$ cat src/design/player_serial_frame_engine_defines.svh
// Assertion macros shared by the frame engine modules.
`ifndef PLAYER_SERIAL_FRAME_ENGINE_DEFINES_SVH
`define PLAYER_SERIAL_FRAME_ENGINE_DEFINES_SVH

// Check a property on every clock edge outside reset.
`define PSFE_ASSERT(label, prop, msg) \
	label: assert property (@(posedge clk) disable iff (!arst_n) (prop)) else $error(msg);

// Check that a condition implies a property in the next cycle.
`define PSFE_ASSERT_NEXT(label, cond, prop, msg) \
	label: assert property (@(posedge clk) disable iff (!arst_n) (cond) |=> (prop)) \
		else $error(msg);

`endif

$ cat src/design/psfe_pkg.sv
package psfe_pkg;

	localparam logic [7:0] SyncByte    = 8'h7E;
	localparam logic [7:0] VersionByte = 8'hFF;
	localparam logic [7:0] LengthByte  = 8'h06;
	localparam logic [7:0] EndByte     = 8'hEF;
	localparam logic [15:0] SumBase    = 16'h0105;
	localparam logic [7:0] ResendCmd   = 8'h40;
	localparam logic [7:0] ResendParam = 8'h04;
	localparam logic [31:0] NakPayload = 32'h4000_0006;
	localparam logic [3:0] LastFrameIdx = 4'd9;

	typedef enum logic [3:0] {
		DF_WAIT_VER  = 4'd0,
		DF_WAIT_LEN  = 4'd1,
		DF_TAKE_CMD  = 4'd2,
		DF_TAKE_ACK  = 4'd3,
		DF_TAKE_P1   = 4'd4,
		DF_TAKE_P2   = 4'd5,
		DF_CHK_HI    = 4'd6,
		DF_CHK_LO    = 4'd7,
		DF_WAIT_END  = 4'd8
	} deframe_state_t;

	typedef struct packed {
		logic        cmd;
		logic [7:0]  rx_byte;
		logic [31:0] tx_payload;
	} in_item_t;

	typedef struct packed {
		logic       kind;
		logic [7:0] tx_byte;
		logic       last_of_run;
		logic [7:0] rx_command;
		logic       rx_feedback;
		logic [7:0] rx_param_high;
		logic [7:0] rx_param_low;
	} out_item_t;

	// Work handed from the deframer to the frame sender.
	typedef struct packed {
		logic        is_report;
		logic [31:0] payload;
		logic [15:0] check;
	} job_t;

	function automatic logic [15:0] frame_check(input logic [31:0] p);
		logic [15:0] sum;
		sum = SumBase + {8'h00, p[31:24]} + {8'h00, p[23:16]}
			+ {8'h00, p[15:8]} + {8'h00, p[7:0]};
		return 16'h0000 - sum;
	endfunction

	function automatic logic [7:0] frame_byte(input job_t j, input logic [3:0] idx);
		logic [7:0] b;
		unique case (idx)
			4'd0: b = SyncByte;
			4'd1: b = VersionByte;
			4'd2: b = LengthByte;
			4'd3: b = j.payload[31:24];
			4'd4: b = j.payload[23:16];
			4'd5: b = j.payload[15:8];
			4'd6: b = j.payload[7:0];
			4'd7: b = j.check[15:8];
			4'd8: b = j.check[7:0];
			default: b = EndByte;
		endcase
		return b;
	endfunction

endpackage

$ cat src/design/psfe_front.sv
module psfe_front (
	input  logic                 clk,
	input  logic                 arst_n,
	input  logic                 take,
	input  psfe_pkg::in_item_t   item,
	output logic                 job_valid,
	output psfe_pkg::job_t       job
);

	psfe_pkg::deframe_state_t state_q, state_d, state_eff;
	logic [7:0]  command_q, param_high_q, param_low_q;
	logic        feedback_q;
	logic [31:0] last_q;
	logic [15:0] expect_check;
	logic [7:0]  rx;
	logic        send_frame;
	logic [31:0] send_payload;

	assign rx = item.rx_byte;
	assign expect_check = psfe_pkg::frame_check({command_q, 7'd0, feedback_q,
		param_high_q, param_low_q});
	assign state_eff = (rx == psfe_pkg::SyncByte) ? psfe_pkg::DF_WAIT_VER : state_q;

	// Next deframer state.
	always_comb begin
		state_d = state_q;
		if (!item.cmd) begin
			unique case (state_eff)
				psfe_pkg::DF_WAIT_LEN: state_d = (rx == psfe_pkg::LengthByte) ?
					psfe_pkg::DF_TAKE_CMD : psfe_pkg::DF_WAIT_VER;
				psfe_pkg::DF_TAKE_CMD: state_d = psfe_pkg::DF_TAKE_ACK;
				psfe_pkg::DF_TAKE_ACK: state_d = (rx[7:1] == 7'd0) ?
					psfe_pkg::DF_TAKE_P1 : psfe_pkg::DF_WAIT_VER;
				psfe_pkg::DF_TAKE_P1: state_d = psfe_pkg::DF_TAKE_P2;
				psfe_pkg::DF_TAKE_P2: state_d = psfe_pkg::DF_CHK_HI;
				psfe_pkg::DF_CHK_HI: state_d = (rx == expect_check[15:8]) ?
					psfe_pkg::DF_CHK_LO : psfe_pkg::DF_WAIT_VER;
				psfe_pkg::DF_CHK_LO: state_d = (rx == expect_check[7:0]) ?
					psfe_pkg::DF_WAIT_END : psfe_pkg::DF_WAIT_VER;
				psfe_pkg::DF_WAIT_END: state_d = psfe_pkg::DF_WAIT_VER;
				default: state_d = (rx == psfe_pkg::VersionByte) ?
					psfe_pkg::DF_WAIT_LEN : psfe_pkg::DF_WAIT_VER;
			endcase
		end
	end

	// Classify the item into a job.
	always_comb begin
		job_valid    = 1'b0;
		send_frame   = 1'b0;
		send_payload = last_q;
		job.is_report = 1'b0;
		job.payload   = {command_q, 7'd0, feedback_q, param_high_q, param_low_q};
		if (item.cmd) begin
			send_frame   = 1'b1;
			send_payload = item.tx_payload;
		end else begin
			unique case (state_eff)
				psfe_pkg::DF_CHK_HI: if (rx != expect_check[15:8]) begin
					send_frame   = 1'b1;
					send_payload = psfe_pkg::NakPayload;
				end
				psfe_pkg::DF_CHK_LO: if (rx != expect_check[7:0]) begin
					send_frame   = 1'b1;
					send_payload = psfe_pkg::NakPayload;
				end
				psfe_pkg::DF_WAIT_END: if (rx == psfe_pkg::EndByte) begin
					if (command_q == psfe_pkg::ResendCmd
						&& param_low_q == psfe_pkg::ResendParam) begin
						send_frame = 1'b1;
					end else begin
						job_valid     = 1'b1;
						job.is_report = 1'b1;
					end
				end
				default: ;
			endcase
		end
		if (send_frame) begin
			job_valid   = 1'b1;
			job.payload = send_payload;
		end
		job.check = psfe_pkg::frame_check(send_payload);
	end

	always_ff @(posedge clk or negedge arst_n) begin
		if (!arst_n) begin
			state_q      <= psfe_pkg::DF_WAIT_VER;
			command_q    <= 8'd0;
			feedback_q   <= 1'b0;
			param_high_q <= 8'd0;
			param_low_q  <= 8'd0;
			last_q       <= 32'd0;
		end else if (take) begin
			state_q <= state_d;
			if (send_frame) begin
				last_q <= send_payload;
			end
			if (!item.cmd) begin
				unique case (state_eff)
					psfe_pkg::DF_TAKE_CMD: command_q <= rx;
					psfe_pkg::DF_TAKE_ACK: if (rx[7:1] == 7'd0) begin
						feedback_q <= rx[0];
					end
					psfe_pkg::DF_TAKE_P1: param_high_q <= rx;
					psfe_pkg::DF_TAKE_P2: param_low_q <= rx;
					default: ;
				endcase
			end
		end
	end

endmodule

$ cat src/design/psfe_job_queue.sv
`include "player_serial_frame_engine_defines.svh"

module psfe_job_queue (
	input  logic            clk,
	input  logic            arst_n,
	input  logic            push,
	input  psfe_pkg::job_t  push_job,
	input  logic            pop,
	output logic            full,
	output logic            not_empty,
	output psfe_pkg::job_t  head
);

	psfe_pkg::job_t mem_q [2];
	logic       wr_ptr_q, rd_ptr_q;
	logic [1:0] count_q;

	assign full      = (count_q == 2'd2);
	assign not_empty = (count_q != 2'd0);
	assign head      = mem_q[rd_ptr_q];

	always_ff @(posedge clk) begin
		if (push) begin
			mem_q[wr_ptr_q] <= push_job;
		end
	end

	always_ff @(posedge clk or negedge arst_n) begin
		if (!arst_n) begin
			wr_ptr_q <= 1'b0;
			rd_ptr_q <= 1'b0;
			count_q  <= 2'd0;
		end else begin
			if (push) begin
				wr_ptr_q <= ~wr_ptr_q;
			end
			if (pop) begin
				rd_ptr_q <= ~rd_ptr_q;
			end
			count_q <= count_q + {1'b0, push} - {1'b0, pop};
		end
	end

	`PSFE_ASSERT(a_count_range, count_q != 2'd3, "job queue count out of range")
	`PSFE_ASSERT(a_no_overflow, !(push && full && !pop), "job queue overflow")
	`PSFE_ASSERT(a_no_underflow, !(pop && !not_empty), "job queue underflow")

endmodule

$ cat src/design/psfe_back.sv
`include "player_serial_frame_engine_defines.svh"

module psfe_back (
	input  logic                 clk,
	input  logic                 arst_n,
	input  logic                 job_ready,
	input  psfe_pkg::job_t       job_head,
	output logic                 job_pop,
	output logic                 out_valid,
	input  logic                 out_ready,
	output psfe_pkg::out_item_t  out_data
);

	psfe_pkg::job_t      job_q, src;
	psfe_pkg::out_item_t out_q, gen;
	logic       busy_q, out_valid_q;
	logic [3:0] idx_q, idx;
	logic       advance, gen_valid;

	assign advance   = !out_valid_q || out_ready;
	assign gen_valid = busy_q || job_ready;
	assign job_pop   = advance && !busy_q && job_ready;
	assign src       = busy_q ? job_q : job_head;
	assign idx       = busy_q ? idx_q : 4'd0;

	always_comb begin
		gen = '0;
		if (src.is_report && !busy_q) begin
			gen.kind          = 1'b1;
			gen.last_of_run   = 1'b1;
			gen.rx_command    = src.payload[31:24];
			gen.rx_feedback   = src.payload[16];
			gen.rx_param_high = src.payload[15:8];
			gen.rx_param_low  = src.payload[7:0];
		end else begin
			gen.tx_byte     = psfe_pkg::frame_byte(src, idx);
			gen.last_of_run = (idx == psfe_pkg::LastFrameIdx);
		end
	end

	always_ff @(posedge clk) begin
		if (advance) begin
			out_q <= gen;
		end
		if (job_pop) begin
			job_q <= job_head;
		end
	end

	always_ff @(posedge clk or negedge arst_n) begin
		if (!arst_n) begin
			out_valid_q <= 1'b0;
			busy_q      <= 1'b0;
			idx_q       <= 4'd0;
		end else if (advance) begin
			out_valid_q <= gen_valid;
			if (busy_q) begin
				idx_q <= idx_q + 4'd1;
				if (idx_q == psfe_pkg::LastFrameIdx) begin
					busy_q <= 1'b0;
				end
			end else if (job_pop && !job_head.is_report) begin
				busy_q <= 1'b1;
				idx_q  <= 4'd1;
			end
		end
	end

	assign out_valid = out_valid_q;
	assign out_data  = out_q;

	`PSFE_ASSERT(a_idx_range, !busy_q || (idx_q != 4'd0 && idx_q <= psfe_pkg::LastFrameIdx),
		"frame byte index out of range")
	`PSFE_ASSERT(a_report_last, !(out_valid_q && out_q.kind) || out_q.last_of_run,
		"report without end of run")
	`PSFE_ASSERT_NEXT(a_frame_end, busy_q && advance && idx_q == psfe_pkg::LastFrameIdx,
		out_valid_q && out_q.last_of_run && !busy_q, "frame end byte not flagged")

endmodule

$ cat src/design/player_serial_frame_engine.sv
// Serial frame engine for a small audio player module.
// Input channel (in_valid/in_ready/in_data): each beat is either one byte
// received from the UART (cmd 0) or a four-byte send request (cmd 1).
// Output channel (out_valid/out_ready/out_data): each beat is one transmit
// byte (kind 0) or one received-frame report (kind 1); last_of_run marks
// the final beat caused by one input beat.
// A send request, a checksum failure (NAK) or a resend request yields ten
// transmit beats, one per cycle from the sender while out_ready holds;
// a good frame yields one report; other received bytes yield nothing.
// Each job is registered in the job queue and then in the output register
// before its first beat shows. Input throughput is one beat per cycle while
// the two-entry job queue has room; the sender's ten-beat frame loop sets
// the sustained rate when frames are requested back to back.
// Reset clears the deframer to waiting for the version byte, the held
// fields and the last sent payload to zero, and empties queue and output.
// When the receiver stalls, the output beat holds, the sender halts, the
// queue fills and in_ready drops; received bytes that cause no output
// still pass while the queue is not full.
module player_serial_frame_engine (
	input  logic                 clk,
	input  logic                 arst_n,
	input  logic                 in_valid,
	output logic                 in_ready,
	input  psfe_pkg::in_item_t   in_data,
	output logic                 out_valid,
	input  logic                 out_ready,
	output psfe_pkg::out_item_t  out_data
);

	logic           take;
	logic           job_valid, queue_full, queue_ready, job_pop;
	psfe_pkg::job_t new_job, head_job;

	// Take a beat whenever the queue can absorb whatever job it makes.
	assign in_ready = !queue_full;
	assign take     = in_valid && in_ready;

	psfe_front u_front (
		.clk       (clk),
		.arst_n    (arst_n),
		.take      (take),
		.item      (in_data),
		.job_valid (job_valid),
		.job       (new_job)
	);

	psfe_job_queue u_queue (
		.clk       (clk),
		.arst_n    (arst_n),
		.push      (take && job_valid),
		.push_job  (new_job),
		.pop       (job_pop),
		.full      (queue_full),
		.not_empty (queue_ready),
		.head      (head_job)
	);

	psfe_back u_back (
		.clk       (clk),
		.arst_n    (arst_n),
		.job_ready (queue_ready),
		.job_head  (head_job),
		.job_pop   (job_pop),
		.out_valid (out_valid),
		.out_ready (out_ready),
		.out_data  (out_data)
	);

endmodule
$ cat config.mk
export PLATFORM = sky130hd
export DESIGN_NAME = player_serial_frame_engine
export DESIGN_NICKNAME = d
export VERILOG_FILES = /design/src/design/psfe_pkg.sv /design/src/design/psfe_front.sv /design/src/design/psfe_job_queue.sv /design/src/design/psfe_back.sv /design/src/design/player_serial_frame_engine.sv
export VERILOG_INCLUDE_DIRS = /design/src /design/src/design
export SDC_FILE = /design/constraint.sdc
export NUM_CORES = 1
export LEC_CHECK = 0
export BUFFER_PORTS_ARGS = -buffer_cell sky130_fd_sc_hd__buf_4
export CAP_MARGIN = 10
export CORE_MARGIN = 5
export CORE_UTILIZATION = 35
export DETAILED_ROUTE_END_ITERATION = 10
export SETUP_SLACK_MARGIN = 0.5
export SLEW_MARGIN = 5
export SYNTH_ARGS = -nofsm -noshare
export SYNTH_HDL_FRONTEND = slang
export SYNTH_SLANG_ARGS = --single-unit
$ cat constraint.sdc
create_clock -name clk -period 10.85 [get_ports clk]
set_input_delay 0 -clock clk [delete_from_list [all_inputs] [get_ports clk]]
set_output_delay 0 -clock clk [all_outputs]
set_load 0.005 [all_outputs]
== After elaboration in Yosys (flattened, before gate mapping) ==
Memories as Yosys holds them, arrays and structs flattened.
Index checks and enable logic that the tools add are counted.

* Memories kept: 1
* Output and inout port bits: 37
* Input port bits: 45
* Word-level logic and storage cells: 126
* Memory bits (writable): 98
* Register bits after elaboration: 155

{| class="wikitable"
|+ Memory list
! memory !! depth !! bits a word !! read ports !! clocked after memory_dff !! wr ports !! line !! source
|-
| u_queue.mem_q || 2 || 49 || 1 || 0 || 1 || psfe_job_queue.sv:14 || <nowiki>psfe_pkg::job_t mem_q [2];</nowiki>
|}

* Reduce and logical (&&, ||, !) cells: 24
* Muxes and demuxes: 34
* Bitwise gates (word level): 3
* Add/subtract/negate cells: 13
* Equality and inequality tests: 29

{| class="wikitable"
|+ Operators with widths
! kind !! number
|-
| $mux 32 || 4
|-
| $add 16x8->16 || 5
|-
| $pmux 8 s9 || 1
|-
| $pmux 32 s2 || 1
|-
| $mux 49 || 1
|-
| $eq 4x3->1 const B || 8
|-
| $pmux 4 s8 || 1
|-
| $sub 1x16->16 const A || 2
|-
| $add 9x8->10 const A || 2
|-
| $mux 4 || 5
|-
| $mux 1 || 17
|-
| $add 16x1->16 || 1
|-
| $eq 4x2->1 const B || 4
|-
| $eq 4x4->1 const B || 4
|-
| $eq 8x3->1 const B || 2
|-
| $eq 8x7->1 const B || 2
|-
| $eq 8x8->1 || 2
|-
| $eq 8x8->1 const B || 2
|-
| $ne 8x8->1 || 2
|-
| $reduce_and 3->1 || 3
|-
| $eq 4x1->1 const B || 2
|-
| $logic_and 1x1->1 || 7
|-
| $logic_not 7->1 || 1
|-
| $mux 3 || 2
|-
| other kinds (13) || 22
|}

== Depth between registers and ports, before layout ==
Gate-level depths: netlist of the first run.

* Depth after elaboration: 14
* Mapped depth: 33
* Gate-level depth less buffers: 31

== By module ==
From an unflattened synthesis of the first run, not the netlist that was laid out.

* Cell total of the unflattened synthesis: 973
* Area total of the unflattened synthesis: 12,657.1 sq um

{| class="wikitable"
|+ By module, submodules not included
! module !! area each (sq um) !! seq. area each (sq um) !! cells each !! times used
|-
| psfe_front || 5,180.0 || 1,526.5 || 588 || 1
|-
| psfe_job_queue || 3,988.8 || 3,042.9 || 168 || 1
|-
| psfe_back || 3,469.6 || 2,642.5 || 214 || 1
|-
| player_serial_frame_engine || 18.8 || 0.0 || 3 || 1
|}

== Worst setup path after synthesis of the first run ==
Ideal clock, no wire load.

* Kind: register -> register
* From: register u_front.command_q[0]
* To: memory u_queue.mem_q[0][10] (netlist name), data pin
* Path buffers: 2
* Data required time: 10,585 ps
* Cell stages (with the launch flop): 34
* Library setup time: 265 ps
* Setup slack: 3,224 ps
* Arrival time: 7,361 ps
* Path through: dfrtp_1 ha_1 o21ai_0 xnor2_1 fa_1 inv_1 ha_1 ha_1 and2_1 a221oi_1 a211oi_1 a211oi_1 mux2_2 o31ai_4 and2_1 buf_4 buf_6 a22oi_2 fa_1 inv_1 fa_1 fa_1 inv_1 ha_1 inv_1 fa_1 inv_1 a21oi_1 o21bai_1 a21o_1 a21o_1 a21o_1 a21o_1 xor2_1

{| class="wikitable"
|+ RTL lines
! element !! line !! source
|-
| from (decl) || psfe_front.sv:11 || <nowiki>logic [7:0] command_q, param_high_q, param_low_q;</nowiki>
|-
| from (signal assigned) || psfe_front.sv:101 || <nowiki>psfe_pkg::DF_TAKE_CMD: command_q <= rx;</nowiki>
|-
| to (decl) || psfe_job_queue.sv:14 ||
|}

==> results of run 1 <==
## path summary, 6_finish.rpt
kind	cells past startpoint	startpoint	to
min reg2reg	1	u_queue.count_q[1]	u_queue.count_q[1]
min	3	in_data[13]	u_front.last_q[13]
max in group asynchronous	4	arst_n	u_queue.rd_ptr_q
max reg2reg	31	u_front.command_q[0]	u_queue.mem_q[0][11]
max	31	u_front.command_q[0]	u_queue.mem_q[0][11]
min in group asynchronous	4	arst_n	u_back.idx_q[0]
## flip-flops by register name (all words and copies together), names as in the netlist, 4 cells and up
| name | flops |
|---|---|
| u_queue.mem_q | 98 |
| u_back.job_q | 48 |
| u_back.out_data | 35 |
| u_front.last_q | 32 |
| u_front.command_q | 8 |
| u_front.param_high_q | 8 |
| u_front.param_low_q | 8 |
| u_back.idx_q | 4 |
| u_front.state_q | 4 |
## layer usage
layer,track usage (%),vias up,routed length [um]
met1,22.05,3835,14210
met5,0,-,0
li1,-,3774,-
met3,2.473,43,1696
met2,23.68,266,13510
met4,3.951,0,770
## per-stage QoR
step / cell area [um2] / worst slack, ns / power [W]
final: 14870 / 2.043 / 0.004961
after global routing: 14870 / 1.409 / 0.005343
after CTS: 14870 / 2.128 / 0.004996
after detailed placement: 13530 / 2.145 / 0.004045
after global placement: 13530 / 2.300 / 0.004008
after floorplan: 12460 / 3.224 / 0.003404
## cell usage after synthesis (2+ instances only)
library cell  count  area (um2)
edfxtp_1        181        5435
mux2_2           76       855.8
nor2_1           74       277.8
dfrtp_1          71        1777
inv_1            65       244.0
a21oi_1          57       285.3
ha_1             51       638.1
nand2_1          36       135.1
a22oi_1          33       247.7
and2_1           31       193.9
xnor2_1          30       262.8
clkbuf_1         27       101.4
fa_1             25       500.5
o21ai_0          21       105.1
nand3_1          12       60.06
a21o_1           11       82.58
nor3_1           11       55.05
xor2_1           11       96.34
buf_2            10       50.05
a22oi_2           9       112.6
a41oi_1           7       61.31
mux2i_1           7       70.07
nand2b_1          7       43.79
nand4_1           7       43.79
a31oi_1           6       37.54
o22ai_1           6       37.54
a22o_1            5       43.79
and3_1            5       31.28
or3_1             5       31.28
nor4_1            4       25.02
a211oi_1          3       22.52
a32o_1            3       30.03
a32oi_1           3       26.28
buf_1             3       11.26
nand3b_1          3       22.52
nand4b_1          3       26.28
nor2b_1           3       18.77
nor4b_1           3       26.28
o21bai_1          3       22.52
or4_1             3       22.52
a31oi_2           2       25.02
buf_6             2       22.52
o211ai_1          2       15.01
or2_2             2       12.51
## cell families (layout without fill, tap and decap cells)
logic type | after synthesis | count (layout) | synth area share (%)
fa+ha+maj | 77 | 77 | 9.221
compound gates | 184 | 184 | 10.31
xor+xnor | 41 | 41 | 2.883
buf+inv | 109 | 248 | 3.546
flops | 252 | 252 | 57.89
simple gates | 215 | 215 | 8.718
mux | 83 | 83 | 7.433
## area by class of cell
cell class | instances | area, um2
sequential | 252 | 7213
clock inverter | 14 | 160.2
clock buffer | 34 | 701.9
tap | 461 | 576.8
multi-input combinational | 600 | 4832
timing repair buffer | 135 | 1139
fill | 3276 | 20440
inverter | 65 | 244.0
## report_power, final
part	total, W	switching, W	internal (W)
Sequential	0.00168	0.000170	0.00151
Clock	0.000908	0.000377	0.000531
Combinational	0.00237	0.00132	0.00105
Total	0.00496	0.00187	0.00309
## worst reg2reg max path, delay by kind of cell (launching register included)
family,cells,cell delay [ns]
mux,1,0.40
compound gates,15,3.35
buf+inv,2,0.20
simple gates,4,1.42
flops,1,0.44
fa+ha+maj,8,2.68
xor+xnor,1,0.11
## timing repair
action | CTS | global route
endpoints found under the hold margin | 137 | 0
hold buffers | 46 | 0
setup buffers | 0 | 0
==> impl_metrics.json, run 1 <==
{
  "rrSetupSlack_ns": 2.04,
  "start_util_pct": 35.28,
  "finalWirelength_mm": 30.18,
  "crit_buf_inv": 2,
  "cts_tree": "built",
  "areaGrowthSynthToFinish_pct": 19.35,
  "worst_pin_slew_ns": 1.056,
  "io_pins": 82,
  "hpwl_mm": 21.89,
  "p_leak_nw": 5.783,
  "async_reset_ff_share_pct": 28.17,
  "tns_ns": 0,
  "vias": 7918,
  "grt_pass1_wl_mm": 46.05,
  "numCtsBuffers": 27,
  "worst_setup_path_start_kind": "register",
  "synthesis.nets": 1082,
  "die_area_mm2": 0.03946,
  "fin_nets": 1202,
  "post-route-min-period_ns": 8.807,
  "first_pass_iters": 6,
  "clkTransAtPathRegs_ns": 0.06,
  "crit_required_ns": 11.20,
  "path_common_cell": "ha_1",
  "routedWlPerCell_um": 19.33,
  "max_freq_mhz": 113.5,
  "synth_seq_area_share_pct": 57.89,
  "drt_iter0_drc": 505,
  "ir_worst_vdd_v": 0.0002350,
  "ys_ff_latch": 252,
  "most-common-layout-cells": "edfxtp_1 (181), buf_4 (89), mux2_2 (76)",
  "powerDensity_mw_per_mm2": 333.7,
  "hold_viol_final": 0,
  "clockBufferDepth": 3,
  "synth.distinct_cells": 66,
  "postSynthAreaPerCell_um2": 12.96,
  "numPortBuffers": 81,
  "htree_levels": 1,
  "finalCritPeriodShare_pct": 81.17,
  "whs_ns": 0.01779,
  "synth_warnings": 0,
  "drive_gt1_share_pct": 20.73,
  "final_cells": 1561,
  "via_per_inst": 5.072,
  "status": "completed",
  "drc": 0,
  "rows": 69,
  "cts_resized": 0,
  "gp_congestion": 0.8637,
  "num_antenna_cells": 0,
  "path_class": "register to register",
  "critPathSlowestCell": "and2_1",
  "slowest_delay_ns": 0.78,
  "synth_edf_count": 181,
  "fp.dieW_um": 198.7,
  "worst_setup_path_end_kind": "register",
  "drv_cap": 0,
  "die_h_um": 198.7,
  "core-area_mm2": 0.03531,
  "grt_overflow": 0,
  "final_common_cell": "edfxtp_1",
  "slew_headroom_pct": 28.59,
  "synth_area_mm2": 0.01246,
  "crit_fanout": 18,
  "hold_class": "input pin to register",
  "insertion_delay_ns": 0.55,
  "rsz0062_at_grt": "false",
  "final_antenna_net_count": 0,
  "crit_family": "compound AO/OA/AOI/OAI gates",
  "clkSinkCount": 252,
  "grt_usage_pct": 15.13,
  "arrival_ns": 9.15,
  "finalSetupViolations": 0,
  "synth_cells": 961,
  "placed_cells": 1467,
  "first_global_vias": 7786,
  "slew_viol_final": 0,
  "grt_max_degree": 52,
  "post-route-util_pct": 42.10,
  "cts-root-buf": "clkbuf_16",
  "fin_worst_skew_ns": 0.009986,
  "synthFlopType": "edfxtp_1",
  "antenna_found_initial": 0
}
Power figures use the tool's default switching activity.
==> run 2: changes to the inputs <==
--- a/config.mk
+++ b/config.mk
@@ -6,6 +6,7 @@
 export SDC_FILE = /design/constraint.sdc
 export NUM_CORES = 1
 export LEC_CHECK = 0
+export ABC_AREA = 1
 export BUFFER_PORTS_ARGS = -buffer_cell sky130_fd_sc_hd__buf_4
 export CAP_MARGIN = 10
 export CORE_MARGIN = 5
==> constraint.sdc (replaced) <==
create_clock -name clk -period 8.5 [get_ports clk]
set_input_delay 0 -clock clk [delete_from_list [all_inputs] [get_ports clk]]
set_output_delay 0 -clock clk [all_outputs]
set_load 0.005 [all_outputs]
==> run 2 against run 1 <==
Power grew 1.8%; clock skew grew 0.0020 ns; cell count grew 24%; routed wire length grew 5.1%; synthesized area grew 3.9%; clock power grew 19%; synthesized cell count grew 39%; register-to-register slack lost 1.1 ns; sequential power grew 20%; hold slack gained 0.011 ns; critical path type unchanged; largest cell class unchanged.
==> impl_metrics.json, run 2 <==
{
  "status": "completed",
  "critPathSlowestCell": "fa_1",
  "synth_seq_area_share_pct": 55.74,
  "synthesis.nets": 1452,
  "wl_met1_mm": 15.50,
  "routedWlPerCell_um": 16.40,
  "most-common-layout-cells": "nand2_1 (318), inv_1 (185), edfxtp_1 (181)",
  "grt_pass1_wl_mm": 49.79,
  "p_total_w": 0.005052,
  "antenna_found_initial": 0,
  "numPortBuffers": 81,
  "finalSetupViolations": 0,
  "insertion_delay_ns": 0.53,
  "final_area_mm2": 0.01525,
  "fp.dieW_um": 202.3,
  "cp-startpoint": "u_front.feedback_q",
  "final_antenna_net_count": 0,
  "max_freq_mhz": 132.5,
  "hpwl_mm": 22.96,
  "powerDensity_mw_per_mm2": 331.2,
  "core-area_mm2": 0.03652,
  "reg2reg_from": "u_front.feedback_q",
  "fin_worst_skew_ns": 0.01196,
  "reg2reg_depth": 33,
  "rrSetupSlack_ns": 0.95,
  "via_per_inst": 4.862,
  "synth_area_mm2": 0.01294,
  "synthFlopType": "edfxtp_1",
  "r2r_end": "u_queue.mem_q[1][10]",
  "tns_ns": 0,
  "clockBufferDepth": 3,
  "crit_required_ns": 8.76,
  "finalCritPeriodShare_pct": 88.82,
  "dr_wl_met3_mm": 1.782,
  "rsz0062_at_grt": "false",
  "synth_area_leader_cell": "edfxtp_1",
  "arrival_ns": 7.81,
  "yosysTopAreaCellShare_pct": 42.01,
  "gp_congestion": 0.8723,
  "worst_setup_path_end_kind": "register",
  "vias": 9408,
  "largest_reg_flops": 98,
  "clkTransAtPathRegs_ns": 0.06,
  "num_antenna_cells": 0,
  "die_h_um": 202.3,
  "finalWirelength_mm": 31.73,
  "drive_gt1_share_pct": 12.34,
  "io_pins": 82,
  "htree_levels": 1,
  "post-route-min-period_ns": 7.549,
  "path_common_cell": "fa_1",
  "drv_cap": 0,
  "endpoint": "u_queue.mem_q[1][10]",
  "async_reset_ff_share_pct": 28.17,
  "cts-root-buf": "clkbuf_16",
  "slew_viol_final": 0,
  "hold_class": "input pin to register",
  "areaGrowthSynthToFinish_pct": 17.90,
  "final_common_cell": "nand2_1",
  "ys_ff_latch": 252,
  "top_layer_used": "met4",
  "numCtsBuffers": 26,
  "worst_setup_path_start_kind": "register",
  "post-route-util_pct": 41.76,
  "rows": 70,
  "synth_edf_count": 181,
  "grt_usage_pct": 15.13,
  "drc": 0,
  "synth.top_cells.by_count": "nand2_1 (319), inv_1 (185), edfxtp_1 (181)",
  "clkSinkCount": 252,
  "first_global_vias": 8880,
  "first_pass_iters": 6,
  "synth_cells": 1331,
  "fin_nets": 1569,
  "grt_max_degree": 72,
  "p_leak_nw": 6.703,
  "postSynthAreaPerCell_um2": 9.720,
  "drt_iter0_drc": 655,
  "wl_met2_mm": 13.64,
  "crit_fanout": 8,
  "slowest_delay_ns": 0.62,
  "synth.most_common_cell": "nand2_1",
  "synth_warnings": 0,
  "grt_overflow": 0,
  "synth.distinct_cells": 47,
  "worst_pin_slew_ns": 0.9882,
  "regMostFlops": "u_queue.mem_q",
  "ir_worst_vdd_v": 0.0001708,
  "synthTopCellsByArea": "edfxtp_1 (42%), dfrtp_1 (14%), nand2_1 (9.3%), inv_1 (5.4%), ha_1 (4.9%)",
  "cts_tree": "built",
  "hold_viol_final": 0,
  "path_class": "register to register",
  "die_area_mm2": 0.04091,
  "slew_headroom_pct": 34.12,
  "start_util_pct": 35.42,
  "post_dp_cell_area_mm2": 0.01399
}
[run 2: how the worst min path moves through the flow]
stage	from	endpoint	slack [ns]	cells after the start
after floorplan	arst_n	u_back.busy_q	-0.30	0
after global placement	arst_n	u_back.busy_q	0.21	1
after detailed placement	arst_n	u_back.busy_q	0.21	1
after CTS	in_data[0]	u_front.last_q[0]	0.01	5
after global routing	in_data[40]	u_front.last_q[15]	0.06	3
final	in_data[40]	u_front.last_q[15]	0.03	3
[run 2: per-layer routing]
metal / track usage [%] / vias to the layer above
li1: - / 4620
met1: 23.23 / 4441
met2: 22.55 / 297
met3: 2.166 / 50
met4: 3.807 / 0
met5: 0 / -
[run 2: cell families after synthesis]
family / Yosys count / synth area share [%]
simple gates: 562 / 18.58
flops: 252 / 55.74
buf+inv: 235 / 7.331
compound gates: 178 / 7.640
fa+ha+maj: 76 / 8.801
xor+xnor: 27 / 1.828
mux: 1 / 0.07737
[run 2: through the flow]
step / hold slack, ns / std cells / setup WS (ns)
2_1_floorplan: -0.2956 / 1331 / 1.380
3_3_place_gp: 0.2066 / 1846 / 0.8698
3_5_place_dp: 0.2073 / 1846 / 0.7063
4_1_cts: 0.01230 / 1931 / 0.6790
5_1_grt: 0.05915 / 1935 / 0.5237
6_report: 0.02921 / 1935 / 0.9507
[run 2: what timing repair did]
| item | in CTS | in global routing |
|---|---|---|
| hold endpoints to repair | 124 | 1 |
| gates resized for setup | 0 | 9 |
| setup endpoints to repair | 0 | 16 |
| hold buffers | 38 | 1 |
| buffers inserted | 0 | 2 |
[run 2: layout make-up]
type                            instances  area [um2]
Clock buffer                           37       721.9
Fill cell                            3485       21270
Sequential cell                       252        7212
Timing Repair Buffer                  132        1101
Clock inverter                         10       82.58
Inverter                              191       716.9
Tap cell                              468       585.6
Multi-Input combinational cell        845        4833
[run 2: critical path, delay by kind of cell (launching register included)]
| family | cells | cell delay (ns) |
|---|---|---|
| adders and majority gates | 10 | 4.11 |
| AOI/OAI and AO/OA | 7 | 1.29 |
| and+or+nand+nor | 9 | 0.89 |
| buffers and inverters | 6 | 0.46 |
| DFF | 1 | 0.41 |
| xor gates and xnor gates | 1 | 0.12 |
[run 2: power breakdown]
part / switching (W) / internal (W) / total, W
logic: 0.00126 / 0.000706 / 0.00196
registers: 0.000131 / 0.00188 / 0.00201
clock network: 0.000458 / 0.000620 / 0.00108
